**config.mk**
```make
export PLATFORM = sky130hd
export DESIGN_NAME = lqrpl_mul
export DESIGN_NICKNAME = d
export VERILOG_FILES = /design/src/lqrpl_pkg.sv /design/src/lqrpl_mul.sv
export SDC_FILE = /design/constraint.sdc
export NUM_CORES = 2
export LEC_CHECK = 0
export BUFFER_PORTS_ARGS = -buffer_cell sky130_fd_sc_hd__buf_2
export CELL_PAD_IN_SITES_DETAIL_PLACEMENT = 1
export CELL_PAD_IN_SITES_GLOBAL_PLACEMENT = 2
export CORE_MARGIN = 4
export CORE_UTILIZATION = 46
export DETAILED_ROUTE_END_ITERATION = 12
export HOLD_SLACK_MARGIN = 0.06
export PLACE_DENSITY_LB_ADDON = 0.1
export SLEW_MARGIN = 20
export SYNTH_ARGS = -nofsm -noshare
export SYNTH_HDL_FRONTEND = slang
export SYNTH_SLANG_ARGS = --single-unit
export TNS_END_PERCENT = 100
```
**constraint.sdc**
```tcl
create_clock -name clk -period 26.8 [get_ports clk]
set_input_delay 5.36 -clock clk [delete_from_list [all_inputs] [get_ports clk]]
set_output_delay 5.36 -clock clk [all_outputs]
set_load 0.005 [all_outputs]
```
**src/lqrpl_pkg.sv**
```systemverilog
// ----------------------------------------------------------------------------
// LQR position loop package
// Shared widths, fixed-point constants, register indexes and the divider
// status type.
// ----------------------------------------------------------------------------
package lqrpl_pkg;

  localparam int unsigned OPW   = 33;
  localparam int unsigned PRODW = 2 * OPW;
  localparam int unsigned ACCW  = 64;
  localparam int unsigned INTW  = 48;
  localparam int unsigned GAINW = 32;

  localparam logic signed [OPW-1:0] RAD_Q32 = 33'sd6588397;
  localparam logic signed [OPW-1:0] INC_Q32 = 33'sd13177;
  localparam logic signed [OPW-1:0] MA_SCALE = 33'sd1000;

  localparam logic signed [GAINW-1:0] VEL_GAIN_RST = 32'sd6577;
  localparam logic signed [GAINW-1:0] POS_GAIN_RST = 32'sd887771;
  localparam logic signed [GAINW-1:0] INT_GAIN_RST = 32'sd33158885;

  localparam logic [1:0] REG_VEL_GAIN = 2'd0;
  localparam logic [1:0] REG_POS_GAIN = 2'd1;
  localparam logic [1:0] REG_INT_GAIN = 2'd2;

  localparam int unsigned DIVW       = 64;
  localparam int unsigned REMW       = 7;
  localparam logic [REMW:0] AW_DIVISOR = 8'd125;

  localparam int unsigned DIGW        = 16;
  localparam int unsigned DIVX        = REMW + DIGW;
  localparam int unsigned RECIPW      = 24;
  localparam int unsigned PARTW       = DIVX + RECIPW;
  localparam int unsigned RECIP_SHIFT = 30;
  localparam logic [RECIPW-1:0] AW_RECIP = 24'd8589935;

  typedef struct packed {
    logic busy;
    logic done;
    logic neg;
  } div_status_t;

endpackage

```
**src/lqrpl_mul.sv**
```systemverilog
// ----------------------------------------------------------------------------
// Shared multiplier
// Signed 33 by 33 bit multiplier with a registered product.
// ----------------------------------------------------------------------------
module lqrpl_mul (
  input  logic                                clk,
  input  logic signed [lqrpl_pkg::OPW-1:0]    op_a,
  input  logic signed [lqrpl_pkg::OPW-1:0]    op_b,
  output logic signed [lqrpl_pkg::PRODW-1:0]  prod_r
);

  always_ff @(posedge clk) begin
    prod_r <= op_a * op_b;
  end

endmodule

```
# Word-level counts from Yosys, hierarchy flattened
# Index checks and enable logic that the tools add are counted.
# classes
mul	1
# op_table
op	n
$mul 33x33->66	1
# word_totals
ff_bits	66
in_bits	67
out_inout_bits	66
wordCells	2

# Depth between registers and ports, before layout
# logic_depth
ltp_word	1
mapped_depth	27
mapped_depth_nobuf	26

# Worst setup path after synthesis
# OpenSTA, ideal clock, no wires.
# synth_path
kind	input -> register
start	input port op_a[32] in the netlist's numbering
end	register prod_r[62] in the netlist's numbering
setup_time_ns	0.079
arrival_ns	12.517
t_required_ns	26.721
slack_ns	14.204
stages	23
path_buffers	2
path_cell_list	clkbuf_1 nand2_1 inv_1 fa_1 fa_1 fa_1 fa_1 fa_1 fa_1 fa_1 inv_1 fa_1 inv_1 ha_1 clkbuf_1 and3_1 nand3_1 nand2b_1 a2111oi_4 a211oi_4 a21o_2 a21o_1 a211oi_2
# synth_via
elab_chain_len	1
# synth_rtl
element	line	rtl
start, declared	lqrpl_mul.sv:7	input logic signed [lqrpl_pkg::OPW-1:0] op_a,
$mul 33x33->66	lqrpl_mul.sv:13	prod_r <= op_a * op_b;
end signal, assigned	lqrpl_mul.sv:13	
end, declared	lqrpl_mul.sv:9	output logic signed [lqrpl_pkg::PRODW-1:0] prod_r
# Every way passes these cells.

# Worst setup path in the final report
# layout_path
start	input port op_a[32] in the netlist's numbering
end	register prod_r[64] in the netlist's numbering
# Same word-level chain as after synthesis.

==> results.toml <==
[die]
die_area_um2 = 93380
start_util_pct = 46.66
ios = 133
die_x_um = 305.6
die_h_um = 305.6
coreArea_um2 = 87290
rows = 108

[synthesis]
ys_warn_count = 0
synthSimpleGateAreaFrac_pct = 15.78
synth_top_family_by_area = "adder cells"
synth_cell_types = 80
synthArstFlopShare_pct = 0
synthAdderAreaFrac_pct = 62.94
syn_area_um2 = 40730
synth.avg_cell_area_um2 = 9.390
synth_edf_count = 0
synth_seq_area_share_pct = 3.244
ys_ff_latch = 66
synth_compound_area_share_pct = 4.067
synthMuxAreaShare_pct = 0
synthFlopType = "dfxtp_1"
syn-num-nets = 5767
synth_xor_xnor_area_share_pct = 1.462
synthCells = 4338

[grt]
track_usage_pct = 28.27
grt_max_degree = 34
grt_pass1_wl_mm = 201.6
antenna_found_initial = 5
grt_pass1_vias = 33300
gr-total-overflow = 0

[clocking]
cts_tree = "built"
cts-root-buf = "clkbuf_16"
clk_pin_slew_worst_paths_ns = 0.07
numClockSinks = 66
htreeDepth = 3
cts_hold_buf = 0
post_cts_buffers = 0
cts_buffers = 9
cts_resized = 0
clockBufferDepth = 2

[timing]
period_share_pct = 50.64
tns_ns = 0
worst_slew_pin_slew_ns = 1.015
finalCriticalPeriod_ns = 13.57
hold_slack_ns = 5.593
slew_headroom_pct = 32.32
slew_violations = 0
grt_setup_unrepaired = "false"
setup_viol = 0
hold_viol_final = 0
fmax_mhz = 73.69

[finish]
nets = 5700
largest_registers = "prod_r (66)"
fin_util_pct = 48.59
largest_reg_flops = 66
drive_gt1_share_pct = 4.584
largest_register = "prod_r"
areaGrowthSynthToFinish_pct = 4.122

[route]
dr.pass1.iters = 5
antenna_left = 0
wl_per_cell_um = 23.20
drt_iter0_markers = 1298
finalWirelength_mm = 126.0
vias_per_cell = 5.250
remaining_drc_errors = 0
dr_total_vias = 28530

[min_path]
hold_path_class = "primary input to flip-flop"

[critical_path]
start_kind = "primary input"
worst_setup_path_end_kind = "flip-flop"
required_ns = 27.10
critPathKind = "primary input to flip-flop"
cp_max_fo = 33
worstPathArrival_ns = 13.87

[place]
io_buffers = 132
dp_hpwl_mm = 102.8
gp_congestion = 0.8813

[flow_run]
maxCapViolations = 0

[outcome]
outcome = "finished, final reports clean"
## critical path: stages
cell,delay (ns)
buf_2,0.58
nand2_1,0.23
inv_1,0.19
fa_1,0.49
fa_1,0.57
fa_1,0.95
fa_1,0.56
fa_1,0.50
fa_1,0.52
fa_1,0.50
inv_1,0.05
fa_1,0.53
inv_1,0.06
ha_1,0.44
nand4_1,0.22
nor2_1,0.31
nand2_1,0.16
nor3_1,0.66
o311ai_4,0.32
nand3_2,0.23
a211oi_1,0.10
a311oi_1,0.25
## cells by family (layout without fill, tap and decap cells)
group,after synthesis,after routing
and+or+nand+nor,1271,1271
buffers and inverters,1352,1290
other,0,2
adders and majority gates,1362,1362
DFF,66,66
xor gates and xnor gates,68,68
AOI/OAI and AO/OA,219,219
## Yosys cell counts, types with 3 or more instances
library cell	number	area (um^2)
a211o_1	6	52.55
a211oi_1	7	52.55
a211oi_2	3	37.54
a21o_1	36	270.3
a21oi_1	57	285.3
a21oi_2	3	26.28
a31oi_1	8	50.05
and2_1	562	3516
and3_1	5	31.28
and4_1	5	43.79
buf_2	11	55.05
clkbuf_1	208	780.8
dfxtp_1	66	1321
fa_1	1145	22920
ha_1	217	2715
inv_1	1131	4245
nand2_1	551	2068
nand2b_1	12	75.07
nand3_1	25	125.1
nand4_1	11	68.82
nor2_1	68	255.2
nor2b_1	5	31.28
nor3_1	7	35.03
o211ai_1	4	30.03
o21a_1	6	45.04
o21ai_0	25	125.1
o21ai_1	6	30.03
o21bai_1	11	82.58
o31ai_4	3	63.81
or2_2	3	18.77
or3_1	3	18.77
xnor2_1	43	376.6
xor2_1	25	219.0
## layout by cell type, fill, tap and decap left out, drive strengths merged, types with 3 or more instances in the layout
cell	Yosys	routed
nand2b	12	12
dfxtp	66	66
a221oi	3	3
a31oi	9	9
o21a	6	6
a211o	6	6
xnor2	43	43
or2	3	3
o21bai	11	11
inv	1131	1133
nand3	26	26
nor2b	5	5
o31ai	7	7
ha	217	217
nor4	3	3
o21ai	33	33
and2	563	563
a21oi	61	61
o211ai	5	5
and3	6	6
fa	1145	1145
a21boi	3	3
clkbuf	208	10
a21o	38	38
nand2	551	551
a211oi	11	11
and4	5	5
xor2	25	25
nor3	7	7
or3	3	3
nand4	12	12
buf	13	143
nor2	68	68
## final timing paths
check | from | to | cells after the start | slack (ns)
hold / removal | op_a[0] | prod_r[0] | 3 | 5.59
setup / recovery | op_a[32] | prod_r[64] | 22 | 13.23
## metal layers
layer | vias to the layer above | track usage [%] | routed length [um] | part of all wire, %
met2 | 588 | 50.38 | 65610 | 52
li1 | 12180 | - | - | -
met1 | 15560 | 36.02 | 50840 | 40
met4 | 4 | 10.19 | 5366 | 4.3
met3 | 190 | 2.693 | 4200 | 3.3
met5 | - | 0 | 29 | 0.023
## stage by stage
step	worst slack, ns	cell area (um^2)	std cells
2_1_floorplan	14.20	40730	4338
3_3_place_gp	12.93	42070	5415
3_5_place_dp	12.93	42070	5415
4_1_cts	13.35	42410	5431
5_1_grt	12.83	42410	5431
6_report	13.23	42410	5433
## cell type report
type                    instances  area [um^2]
repair buffers                143        743.2
diodes                          2        5.005
multi-input cells            2920        34320
inverters                    1131         4245
clock inverters                 6        97.59
fillers                     10090        44880
flip-flops and latches         66         1321
well taps                    1155         1445
clock buffers                  10        239.0
Power is not shown: default switching activity piles up to over one toggle a cycle in this logic, so the estimate is an artifact.
