$ cat config.mk
export PLATFORM = sky130hd
export DESIGN_NAME = lqrpl_div
export DESIGN_NICKNAME = d
export VERILOG_FILES = /design/src/lqrpl_pkg.sv /design/src/lqrpl_div.sv
export SDC_FILE = /design/constraint.sdc
export NUM_CORES = 1
export LEC_CHECK = 0
export BUFFER_PORTS_ARGS = -buffer_cell sky130_fd_sc_hd__buf_4
export CAP_MARGIN = 20
export CORE_ASPECT_RATIO = 1.75
export CORE_UTILIZATION = 55
export CTS_CLUSTER_SIZE = 10
export DETAILED_ROUTE_END_ITERATION = 10
export MAX_ROUTING_LAYER = met4
export PLACE_DENSITY = 0.83
export SYNTH_ARGS = -nofsm -noshare
export SYNTH_HDL_FRONTEND = slang
export SYNTH_SLANG_ARGS = --single-unit
$ cat constraint.sdc
create_clock -name clk -period 14.6 [get_ports clk]
set_input_delay 0.73 -clock clk [delete_from_list [all_inputs] [get_ports clk]]
set_output_delay 0.73 -clock clk [all_outputs]
set_load 0.03 [all_outputs]
$ cat src/lqrpl_pkg.sv
// ----------------------------------------------------------------------------
// LQR position loop package
// Shared widths, fixed-point constants, register indexes and the divider
// status type.
// ----------------------------------------------------------------------------
package lqrpl_pkg;

  localparam int unsigned OPW   = 33;
  localparam int unsigned PRODW = 2 * OPW;
  localparam int unsigned ACCW  = 64;
  localparam int unsigned INTW  = 48;
  localparam int unsigned GAINW = 32;

  localparam logic signed [OPW-1:0] RAD_Q32 = 33'sd6588397;
  localparam logic signed [OPW-1:0] INC_Q32 = 33'sd13177;
  localparam logic signed [OPW-1:0] MA_SCALE = 33'sd1000;

  localparam logic signed [GAINW-1:0] VEL_GAIN_RST = 32'sd6577;
  localparam logic signed [GAINW-1:0] POS_GAIN_RST = 32'sd887771;
  localparam logic signed [GAINW-1:0] INT_GAIN_RST = 32'sd33158885;

  localparam logic [1:0] REG_VEL_GAIN = 2'd0;
  localparam logic [1:0] REG_POS_GAIN = 2'd1;
  localparam logic [1:0] REG_INT_GAIN = 2'd2;

  localparam int unsigned DIVW       = 64;
  localparam int unsigned REMW       = 7;
  localparam logic [REMW:0] AW_DIVISOR = 8'd125;

  localparam int unsigned DIGW        = 16;
  localparam int unsigned DIVX        = REMW + DIGW;
  localparam int unsigned RECIPW      = 24;
  localparam int unsigned PARTW       = DIVX + RECIPW;
  localparam int unsigned RECIP_SHIFT = 30;
  localparam logic [RECIPW-1:0] AW_RECIP = 24'd8589935;

  typedef struct packed {
    logic busy;
    logic done;
    logic neg;
  } div_status_t;

endpackage

$ cat src/lqrpl_div.sv
// ----------------------------------------------------------------------------
// Anti-windup divider
// Forms trunc(4 * excess / 125) as a magnitude and a sign, sixteen quotient
// bits per cycle by reciprocal multiplication against the constant divisor.
// ----------------------------------------------------------------------------
module lqrpl_div (
  input  logic                                clk,
  input  logic                                rst_n,
  input  logic                                start,
  input  logic signed [lqrpl_pkg::ACCW-1:0]   excess,
  output logic        [lqrpl_pkg::DIVW-1:0]   quotient,
  output lqrpl_pkg::div_status_t              status
);

  logic [lqrpl_pkg::DIVW-1:0]  work_r, work_nxt;
  logic [lqrpl_pkg::REMW-1:0]  rem_r, rem_nxt;
  logic [1:0]                  cnt_r;
  logic                        busy_r, done_r, neg_r;
  logic [lqrpl_pkg::ACCW-1:0]  abs_excess;
  logic [lqrpl_pkg::DIVX-1:0]  part;
  logic [lqrpl_pkg::PARTW-1:0] part_prod;
  logic [lqrpl_pkg::DIGW-1:0]  digit;
  logic [lqrpl_pkg::DIVX-1:0]  part_rem;

  // The partial dividend is always below 125 * 2^16, for which the scaled
  // reciprocal gives the exact quotient digit.
  assign part      = {rem_r, work_r[lqrpl_pkg::DIVW-1 -: lqrpl_pkg::DIGW]};
  assign part_prod = {{lqrpl_pkg::RECIPW{1'b0}}, part} *
                     {{lqrpl_pkg::DIVX{1'b0}}, lqrpl_pkg::AW_RECIP};
  assign digit     = part_prod[lqrpl_pkg::RECIP_SHIFT +: lqrpl_pkg::DIGW];
  assign part_rem  = part - ({{lqrpl_pkg::REMW{1'b0}}, digit} *
                     {{(lqrpl_pkg::DIVX - lqrpl_pkg::REMW - 1){1'b0}},
                      lqrpl_pkg::AW_DIVISOR});
  assign rem_nxt   = part_rem[lqrpl_pkg::REMW-1:0];
  assign work_nxt  = {work_r[lqrpl_pkg::DIVW-lqrpl_pkg::DIGW-1:0], digit};

  assign abs_excess = excess[lqrpl_pkg::ACCW-1] ? -excess : excess;

  always_ff @(posedge clk) begin
    if (!rst_n) begin
      busy_r <= 1'b0;
      done_r <= 1'b0;
      cnt_r  <= '0;
    end else if (start) begin
      busy_r <= 1'b1;
      done_r <= 1'b0;
      cnt_r  <= '0;
      neg_r  <= excess[lqrpl_pkg::ACCW-1];
      work_r <= {abs_excess[lqrpl_pkg::ACCW-3:0], 2'b00};
      rem_r  <= '0;
    end else if (busy_r) begin
      work_r <= work_nxt;
      rem_r  <= rem_nxt;
      cnt_r  <= cnt_r + 2'd1;
      if (cnt_r == 2'd3) begin
        busy_r <= 1'b0;
        done_r <= 1'b1;
      end
    end
  end

  assign quotient    = work_r;
  assign status.busy = busy_r;
  assign status.done = done_r;
  assign status.neg  = neg_r;

endmodule

* Word level (Yosys, flattened, before mapping) *
Cells that the tools add are included.

storage, ports and cells
  register bits after elaboration = 76
  input bits = 67
  output and inout port bits = 67

operators by class
  add/subtract/negate cells = 3
  multipliers = 2
  equality and inequality tests = 1
  muxes and demuxes = 7
  bitwise gates (word level) = 1
  reduce and logical (&&, ||, !) cells = 5

operators with widths
  operator                count
  $mux 64                 2
  $mux 62                 1
  $neg 62->62             1
  $mul 23x24->46 const B  1
  $mul 16x7->7 const B    1
  $mux 7                  1
  $sub 7x7->7             1
  $reduce_and 2->1        3
  $mux 1                  3
  $add 2x1->2 const B     1
  $eq 2x2->1 const B      1
  $reduce_bool 2->1       1
  $reduce_or 2->1         1
  $not 1->1               1

* Logic depth before layout (Yosys ltp) *
Gate-level depths: netlist of run 1.

  depth in word-level cells = 4
  gate-level depth with buffers = 36
  mapped depth without buffers = 36

* Least setup slack after synthesis of run 1 *
Ideal clock, no wire load.

  path kind = register to register
  start point = register rem_r[4] (netlist name)
  end point = register rem_r[6] (netlist name) (data pin)
  setup time = 140 ps
  arrival time = 8,717 ps
  data required time = 14,460 ps
  setup slack = 5,743 ps
  stages on the path, launching flop included = 31
  buffers on the path = 0
  cell sequence = edfxtp_1 fa_1 fa_1 inv_1 fa_1 fa_1 fa_1 inv_1 fa_1 inv_1 fa_1 inv_1 ha_1 nand2_1 or3_1 a2111o_1 a31oi_1 o21ai_0 o21bai_1 xnor2_1 fa_1 fa_1 inv_1 fa_1 inv_1 ha_1 a21oi_1 xnor2_1 xnor2_1 xnor3_1 nor2_1

on the way
  longest elaborated chain between the ends = 4

RTL lines
  item                    RTL line         source
  from (decl)             lqrpl_div.sv:16  logic [lqrpl_pkg::REMW-1:0] rem_r, rem_nxt;
  from (signal assigned)  lqrpl_div.sv:53  rem_r <= rem_nxt;
  $mul 23x24->46          lqrpl_div.sv:28  assign part_prod = {{lqrpl_pkg::RECIPW{1'b0}}, part} *
  $mul 16x7->7            lqrpl_div.sv:31  assign part_rem = part - ({{lqrpl_pkg::REMW{1'b0}}, digit} *
  $sub 7x7->7             lqrpl_div.sv:31
  $mux 7                  lqrpl_div.sv:51  end else if (busy_r) begin

No other way between the ends. The select of a mux whose other input is x is not followed.
A chain may end at the register's enable or synchronous reset.

* Worst setup path after layout of run 1 *
  start point = register rem_r[5] (netlist name)
  end point = register rem_r[6] (netlist name) (data pin)

Same word-level chain as after synthesis.

==> results of run 1 <==
## sequential cells by signal, indices dropped and copies added (netlist names)
register,cells
quotient,64
neg_r,1
cnt_r,2
done_r,1
busy_r,1
rem_r,7
## routing by layer
metal | wire [µm] | vias up
li1 | - | 4804
met1 | 11400 | 5114
met2 | 20000 | 375
met3 | 1670 | 173
met4 | 3700 | 0
met5 | 0 | -
## worst max-delay path by stage
stage	slack [ns]	endpoint	startpoint	depth (start not counted)
final	4.60	rem_r[6]$_SDFFCE_PP0P_	rem_r[5]$_SDFFCE_PP0P_	32
after floorplan	5.74	rem_r[6]$_SDFFCE_PP0P_	rem_r[4]$_SDFFCE_PP0P_	30
after CTS	4.62	rem_r[6]$_SDFFCE_PP0P_	rem_r[5]$_SDFFCE_PP0P_	32
after global placement	4.88	rem_r[6]$_SDFFCE_PP0P_	rem_r[4]$_SDFFCE_PP0P_	30
after detailed placement	4.66	rem_r[6]$_SDFFCE_PP0P_	rem_r[5]$_SDFFCE_PP0P_	33
after global routing	4.15	rem_r[6]$_SDFFCE_PP0P_	rem_r[5]$_SDFFCE_PP0P_	33
## area by class of cell
cell class              instances  area (µm²)  area share
multi-input cells             965        9900       0.658
flip-flops and latches         76        2240       0.149
inverters                     325        1220      0.0811
repair buffers                134        1010      0.0669
well taps                     308         385      0.0256
clock buffers                   9         225      0.0150
clock inverters                 7        65.1     0.00432
## critical path: cells and delay by family, from the launching register on
kind,cells,cell delay (ns)
AO/OA/AOI/OAI,5,1.28
XOR/XNOR,4,0.95
adder cells (fa/ha/maj),12,5.81
buffers and inverters,8,0.58
flip-flops,1,0.62
AND/OR/NAND/NOR,3,0.62
## logic make-up (layout without fill, tap and decap cells)
| group | after synthesis | in the layout | share of synthesized area |
|---|---|---|---|
| adders and majority gates | 419 | 419 | 0.479 |
| buffers and inverters | 356 | 475 | 0.101 |
| DFF | 76 | 76 | 0.166 |
| muxes | 8 | 8 | 0.00612 |
| and+or+nand+nor | 214 | 214 | 0.0784 |
| xor gates and xnor gates | 97 | 97 | 0.0640 |
| AOI/OAI and AO/OA | 227 | 227 | 0.106 |
## Yosys cell counts (2+ instances only)
cell	count	share of area
a211o_1	3	0.0019
a211oi_1	3	0.0017
a21boi_0	2	0.0011
a21o_1	26	0.014
a21oi_1	90	0.033
a221oi_1	3	0.0019
a31o_2	2	0.0013
a31oi_1	4	0.0019
and2_1	4	0.0019
and3_1	4	0.0019
buf_4	4	0.0022
clkbuf_1	25	0.0070
dfxtp_1	4	0.0059
edfxtp_1	72	0.16
fa_1	163	0.24
ha_1	256	0.24
inv_1	325	0.090
mux2_2	2	0.0017
mux2i_1	6	0.0045
nand2_1	48	0.013
nand2b_1	7	0.0032
nand3_1	10	0.0037
nand4_1	11	0.0051
nor2_1	74	0.021
nor2b_1	6	0.0028
nor3_1	11	0.0041
nor4_1	3	0.0014
o211ai_1	4	0.0022
o21a_1	4	0.0022
o21ai_0	42	0.016
o21ba_2	2	0.0015
o21bai_1	4	0.0022
o31a_1	3	0.0019
o31ai_1	19	0.011
o41ai_1	8	0.0052
or2_2	8	0.0037
or3_1	11	0.0051
or3_4	2	0.0017
or4_1	6	0.0033
or4_4	3	0.0025
xnor2_1	41	0.027
xor2_1	55	0.036
## stage by stage
stage,setup slack [ns],utilization,cells
6_report,4.60,0.626,1824
3_3_place_gp,4.88,0.614,1808
4_1_cts,4.62,0.626,1824
5_1_grt,4.15,0.626,1824
2_1_floorplan,5.74,-,1397
3_5_place_dp,4.66,0.614,1808
==> results.md, run 1 <==
- CTS buffer count: 9
- Most frequent cells in the layout: inv_1, ha_1, fa_1
- CP Class: reg -> reg
- Post-synth net total: 1,883
- Setup TNS: 0 ns
- First-pass GRT wire length: 57,500 µm
- Core area: 24,000 µm²
- Largest net degree at the start of global routing: 103
- R2R setup slack: 4.60 ns
- CP arrival: 10.21 ns
- Hold Path Origin: done_r$_SDFFE_PP0P_
- Fin. Hold Viols: 0
- Area growth, synth to finish: 11.5%
- Post-CTS Setup Inserts: 0
- Worst-Skew Late Latency: 0.34 ns
- Initial Util: 0.562
- Drt wl/cell: 20.2 µm
- Layout Nets: 1,997
- Share of layout cells above drive strength 1: 0.115
- Input/output buffers: 132
- Num Clock Sinks: 76
- Min-delay worst type: reg -> reg
- Busiest grt layer: met2
- Fillers: 1,985
- Hold Path End: done_r$_SDFFE_PP0P_
- H-tree depth: 3
- Crit-path max cell delay: 0.62 ns
- Post-route DRC: 0
- Sequential share of the synthesized area: 0.166
- Post-synth EDFFs: 72
- Vias in the first global route: 11,400
- Post-synth cell types: 59
- Gr ovfl total: 0
- Final-report max-slew violation count: 0
- Worst hold slack: 0.480 ns
- Cell Area, Synth: 13,500 µm²
- Setup violators final: 0
- Die Ht: 209 µm
- Via Count: 10,500
- Final ANT Viol Nets: 0
- Clk root buf: clkbuf_16
- Reg2Reg Depth: 32
- DRT iter0 DRCs: 477
- CP startpoint kind: register
- TritonCTS clock tree: yes
- Fin crit period: 10.0 ns
- Clock Path Buffers: 2
- Die area: 25,200 µm²
- DRT Wirelength: 36,800 µm
- Period utilization: 0.685
- Initial DRT Pass Iterations: 5
- CTS Hold Bufs: 0
- FMAX: 0.100 GHz
- CTS resizes: 0
- Global Route met2 Usage: 0.577
- Max-Cap Viols: 0
- Antenna cells: 0
- Slew HR: 0.322
- Initial antenna violation count: 0
- Post-synthesis area per instance: 9.66 µm²
- Worst Skew: 0.0106 ns
- Worst setup EP type: register
- DR vias/cell: 5.74
- M1 GR Usage: 0.277
- Die width: 120 µm
- Worst r2r dst: rem_r[6]$_SDFFCE_PP0P_
- I/O pins: 134
- Actual slew at the worst max-slew pin: 1.02 ns
- Reg-to-Reg Start: rem_r[5]$_SDFFCE_PP0P_
- Register bit total from synthesis: 76
- Post-Syn Instances: 1,397
- Asr flop ratio synth: 0
- HPWL after detailed placement: 31,100 µm
- Clock-pin slew of the registers on the worst-case setup and hold paths: 0.07 ns
- Critical Path RT: 14.81 ns
- GRT met3 Usage: 0.0382
- GP Congestion: 0.977
- Worst path slowest cell: edfxtp_1
- Final instance area: 15,000 µm²
- Most common flop cell mapped by yosys: edfxtp_1
- RSZ-0062 raised after global routing: false
- Cell mode on critical path: fa_1
- Critical-path maximum fanout: 8
- Hold depth: 2
- Row count: 75
- Synth warnings: 0
- Placed cell area: 14,800 µm²
- GRT Util Overall: 0.313
- Most common cell after layout, fill and taps aside: inv_1
- Outcome: finished clean
Power of run 1 is left out: the tool's default activity adds up to more than one toggle a clock period on the data nets, which glitch-free logic cannot reach.
==> inputs of run 2 (changes only) <==
==> constraint.sdc (replaced) <==
create_clock -name clk -period 9.49 [get_ports clk]
set_input_delay 0.4745 -clock clk [delete_from_list [all_inputs] [get_ports clk]]
set_output_delay 0.4745 -clock clk [all_outputs]
set_load 0.03 [all_outputs]
==> results.md, run 2 (synthesis gave the netlist of run 1 again) <==
- Worst-Skew Late Latency: 0.35 ns (was 0.34 ns)
- Layout Nets: 2,033 (was 1,997)
- Post-route DRC: 0 (unchanged)
- Reg-to-Reg Start: rem_r[0]$_SDFFCE_PP0P_ (was rem_r[5]$_SDFFCE_PP0P_)
- CTS buffer count: 9 (unchanged)
- Row count: 75 (unchanged)
- Crit-path max cell delay: 0.62 ns (about the same)
- Final ANT Viol Nets: 0 (unchanged)
- Fin crit period: 9.06 ns (was 10.0 ns)
- R2R setup slack: 0.43 ns (was 4.60 ns)
- GRT Util Overall: 0.318 (was 0.313)
- HPWL after detailed placement: 31,800 µm (was 31,100 µm)
- Worst path bufs/invs: 7 (was 8)
- Clock-pin slew of the registers on the worst-case setup and hold paths: 0.06 ns (was 0.07 ns)
- CP delay by family, top: adder cells (unchanged)
- Setup TNS: 0 ns (unchanged)
- Actual slew at the worst max-slew pin: 1.04 ns (was 1.02 ns)
- Cell mode on critical path: fa_1 (unchanged)
- H-tree depth: 3 (unchanged)
- Largest register FFs: 64 (unchanged)
- Final-report max-slew violation count: 0 (unchanged)
- Die Ht: 209 µm (unchanged)
- Input/output buffers: 132 (unchanged)
- Clock Path Buffers: 2 (unchanged)
- Most frequent cells in the layout: inv_1, ha_1, buf_4 (was inv_1, ha_1, fa_1)
- Antenna cells: 0 (unchanged)
- Share of layout cells above drive strength 1: 0.140 (was 0.115)
- Most common cell after layout, fill and taps aside: inv_1 (unchanged)
- DRT Wirelength: 37,400 µm (was 36,800 µm)
- FMAX: 0.110 GHz (was 0.100 GHz)
- Die area: 25,200 µm² (unchanged)
- Worst r2r dst: rem_r[6]$_SDFFCE_PP0P_ (unchanged)
- Largest net degree at the start of global routing: 105 (was 103)
- Drt wl/cell: 20.1 µm (was 20.2 µm)
- Initial DRT Pass Iterations: 7 (was 5)
- CP startpoint kind: register (unchanged)
- Reg2Reg Depth: 31 (was 32)
- First-pass GRT wire length: 58,400 µm (was 57,500 µm)
- Max-Cap Viols: 0 (unchanged)
- Fillers: 1,900 (was 1,985)
- Gr ovfl total: 0 (unchanged)
- Worst path slowest cell: fa_1 (was edfxtp_1)
- Critical Path RT: 9.58 ns (was 14.81 ns)
- Critical Path Stages: 31 (was 32)
- Num Clock Sinks: 76 (unchanged)
- Period utilization: 0.955 (was 0.685)
- Via Count: 10,600 (was 10,500)
- DR vias/cell: 5.67 (was 5.74)
- Area growth, synth to finish: 14.3% (was 11.5%)
- GP Congestion: 0.967 (was 0.977)
- Crit path to: rem_r[6]$_SDFFCE_PP0P_ (unchanged)
- RSZ-0062 raised after global routing: false (unchanged)
- Vias in the first global route: 11,600 (was 11,400)
- Worst Skew: 0.0153 ns (was 0.0106 ns)
- Core area: 24,000 µm² (unchanged)
- Outcome: finished clean (unchanged)
- Min-delay worst type: in -> reg (was reg -> reg)
- Clk root buf: clkbuf_16 (unchanged)
- TritonCTS clock tree: yes (unchanged)
- CP startpoint: rem_r[0]$_SDFFCE_PP0P_ (was rem_r[5]$_SDFFCE_PP0P_)
- Initial antenna violation count: 0 (unchanged)
- CP arrival: 9.15 ns (was 10.21 ns)
- DRT iter0 DRCs: 443 (was 477)
- CP Class: reg -> reg (unchanged)
- Initial Util: 0.562 (unchanged)
- Fin. Hold Viols: 0 (unchanged)
- I/O pins: 134 (unchanged)
- Setup violators final: 0 (unchanged)
- Slew HR: 0.307 (was 0.322)
- Critical-path maximum fanout: 8 (unchanged)
- Worst setup EP type: register (unchanged)
- Die width: 120 µm (unchanged)
[run 2: cell count changes in the layout (fill, tap and decap cells not counted), moves of 2 or more]
cell,before,now
buf_4,134,170
ha_1,256,252
ha_4,0,3
inv_6,3,0
bufinv_16,0,2
o21ai_0,42,40
o21ai_1,1,3
[run 2: what timing repair did]
action	4_1_cts	5_1_grt
hold buffers	0	0
endpoints found under the setup margin	0	1
resized for setup	0	11
setup buffers	0	4
[run 2: worst min-delay path by stage]
stage          cells past startpoint                     to           startpoint
6_report                           3  cnt_r[0]$_SDFFE_PP0P_                rst_n
5_1_grt                            3  cnt_r[0]$_SDFFE_PP0P_                rst_n
4_1_cts                            3  cnt_r[1]$_SDFFE_PP0P_                rst_n
3_5_place_dp                       2    done_r$_SDFFE_PP0P_  done_r$_SDFFE_PP0P_
3_3_place_gp                       2    done_r$_SDFFE_PP0P_  done_r$_SDFFE_PP0P_
2_1_floorplan                      2    done_r$_SDFFE_PP0P_  done_r$_SDFFE_PP0P_
[run 2: stage by stage]
| stage | worst slack (ns) | utilization | hold slack (ns) | instances | instance area [µm²] |
|---|---|---|---|---|---|
| floorplan | 0.633 | - | 0.438 | 1397 | 13500 |
| global placement | 0.242 | 0.624 | 0.457 | 1840 | 15000 |
| detailed placement | 0.0667 | 0.624 | 0.485 | 1840 | 15000 |
| CTS | 0.0403 | 0.638 | 0.442 | 1856 | 15300 |
| global route | 0.0565 | 0.642 | 0.471 | 1860 | 15400 |
| finish | 0.428 | 0.642 | 0.446 | 1860 | 15400 |
[run 2: worst reg2reg max path: cells and delay by family, from the launching register on]
family / cells / cell delay, ns
AO/OA/AOI/OAI: 6 / 1.18
buffers and inverters: 7 / 0.42
AND/OR/NAND/NOR: 1 / 0.04
XOR/XNOR: 4 / 0.83
flip-flops: 1 / 0.59
adder cells (fa/ha/maj): 13 / 5.76
[run 2: area by class of cell]
| class | count | area, µm² | area share |
|---|---|---|---|
| clock buffers | 9 | 225 | 0.0146 |
| inverters | 325 | 1220 | 0.0791 |
| repair buffers | 170 | 1280 | 0.0828 |
| well taps | 308 | 385 | 0.0250 |
| flip-flops and latches | 76 | 2240 | 0.145 |
| clock inverters | 7 | 100 | 0.00649 |
| multi-input cells | 965 | 9970 | 0.647 |
[run 2: per-layer routing]
layer | up-vias | wire length, µm | GRT usage
li1 | 4877 | - | -
met5 | - | 0 | -
met1 | 5163 | 12000 | 0.284
met2 | 348 | 20600 | 0.592
met3 | 163 | 1360 | 0.0333
met4 | 0 | 3540 | 0.255
Power of run 2 is left out for the same reason.
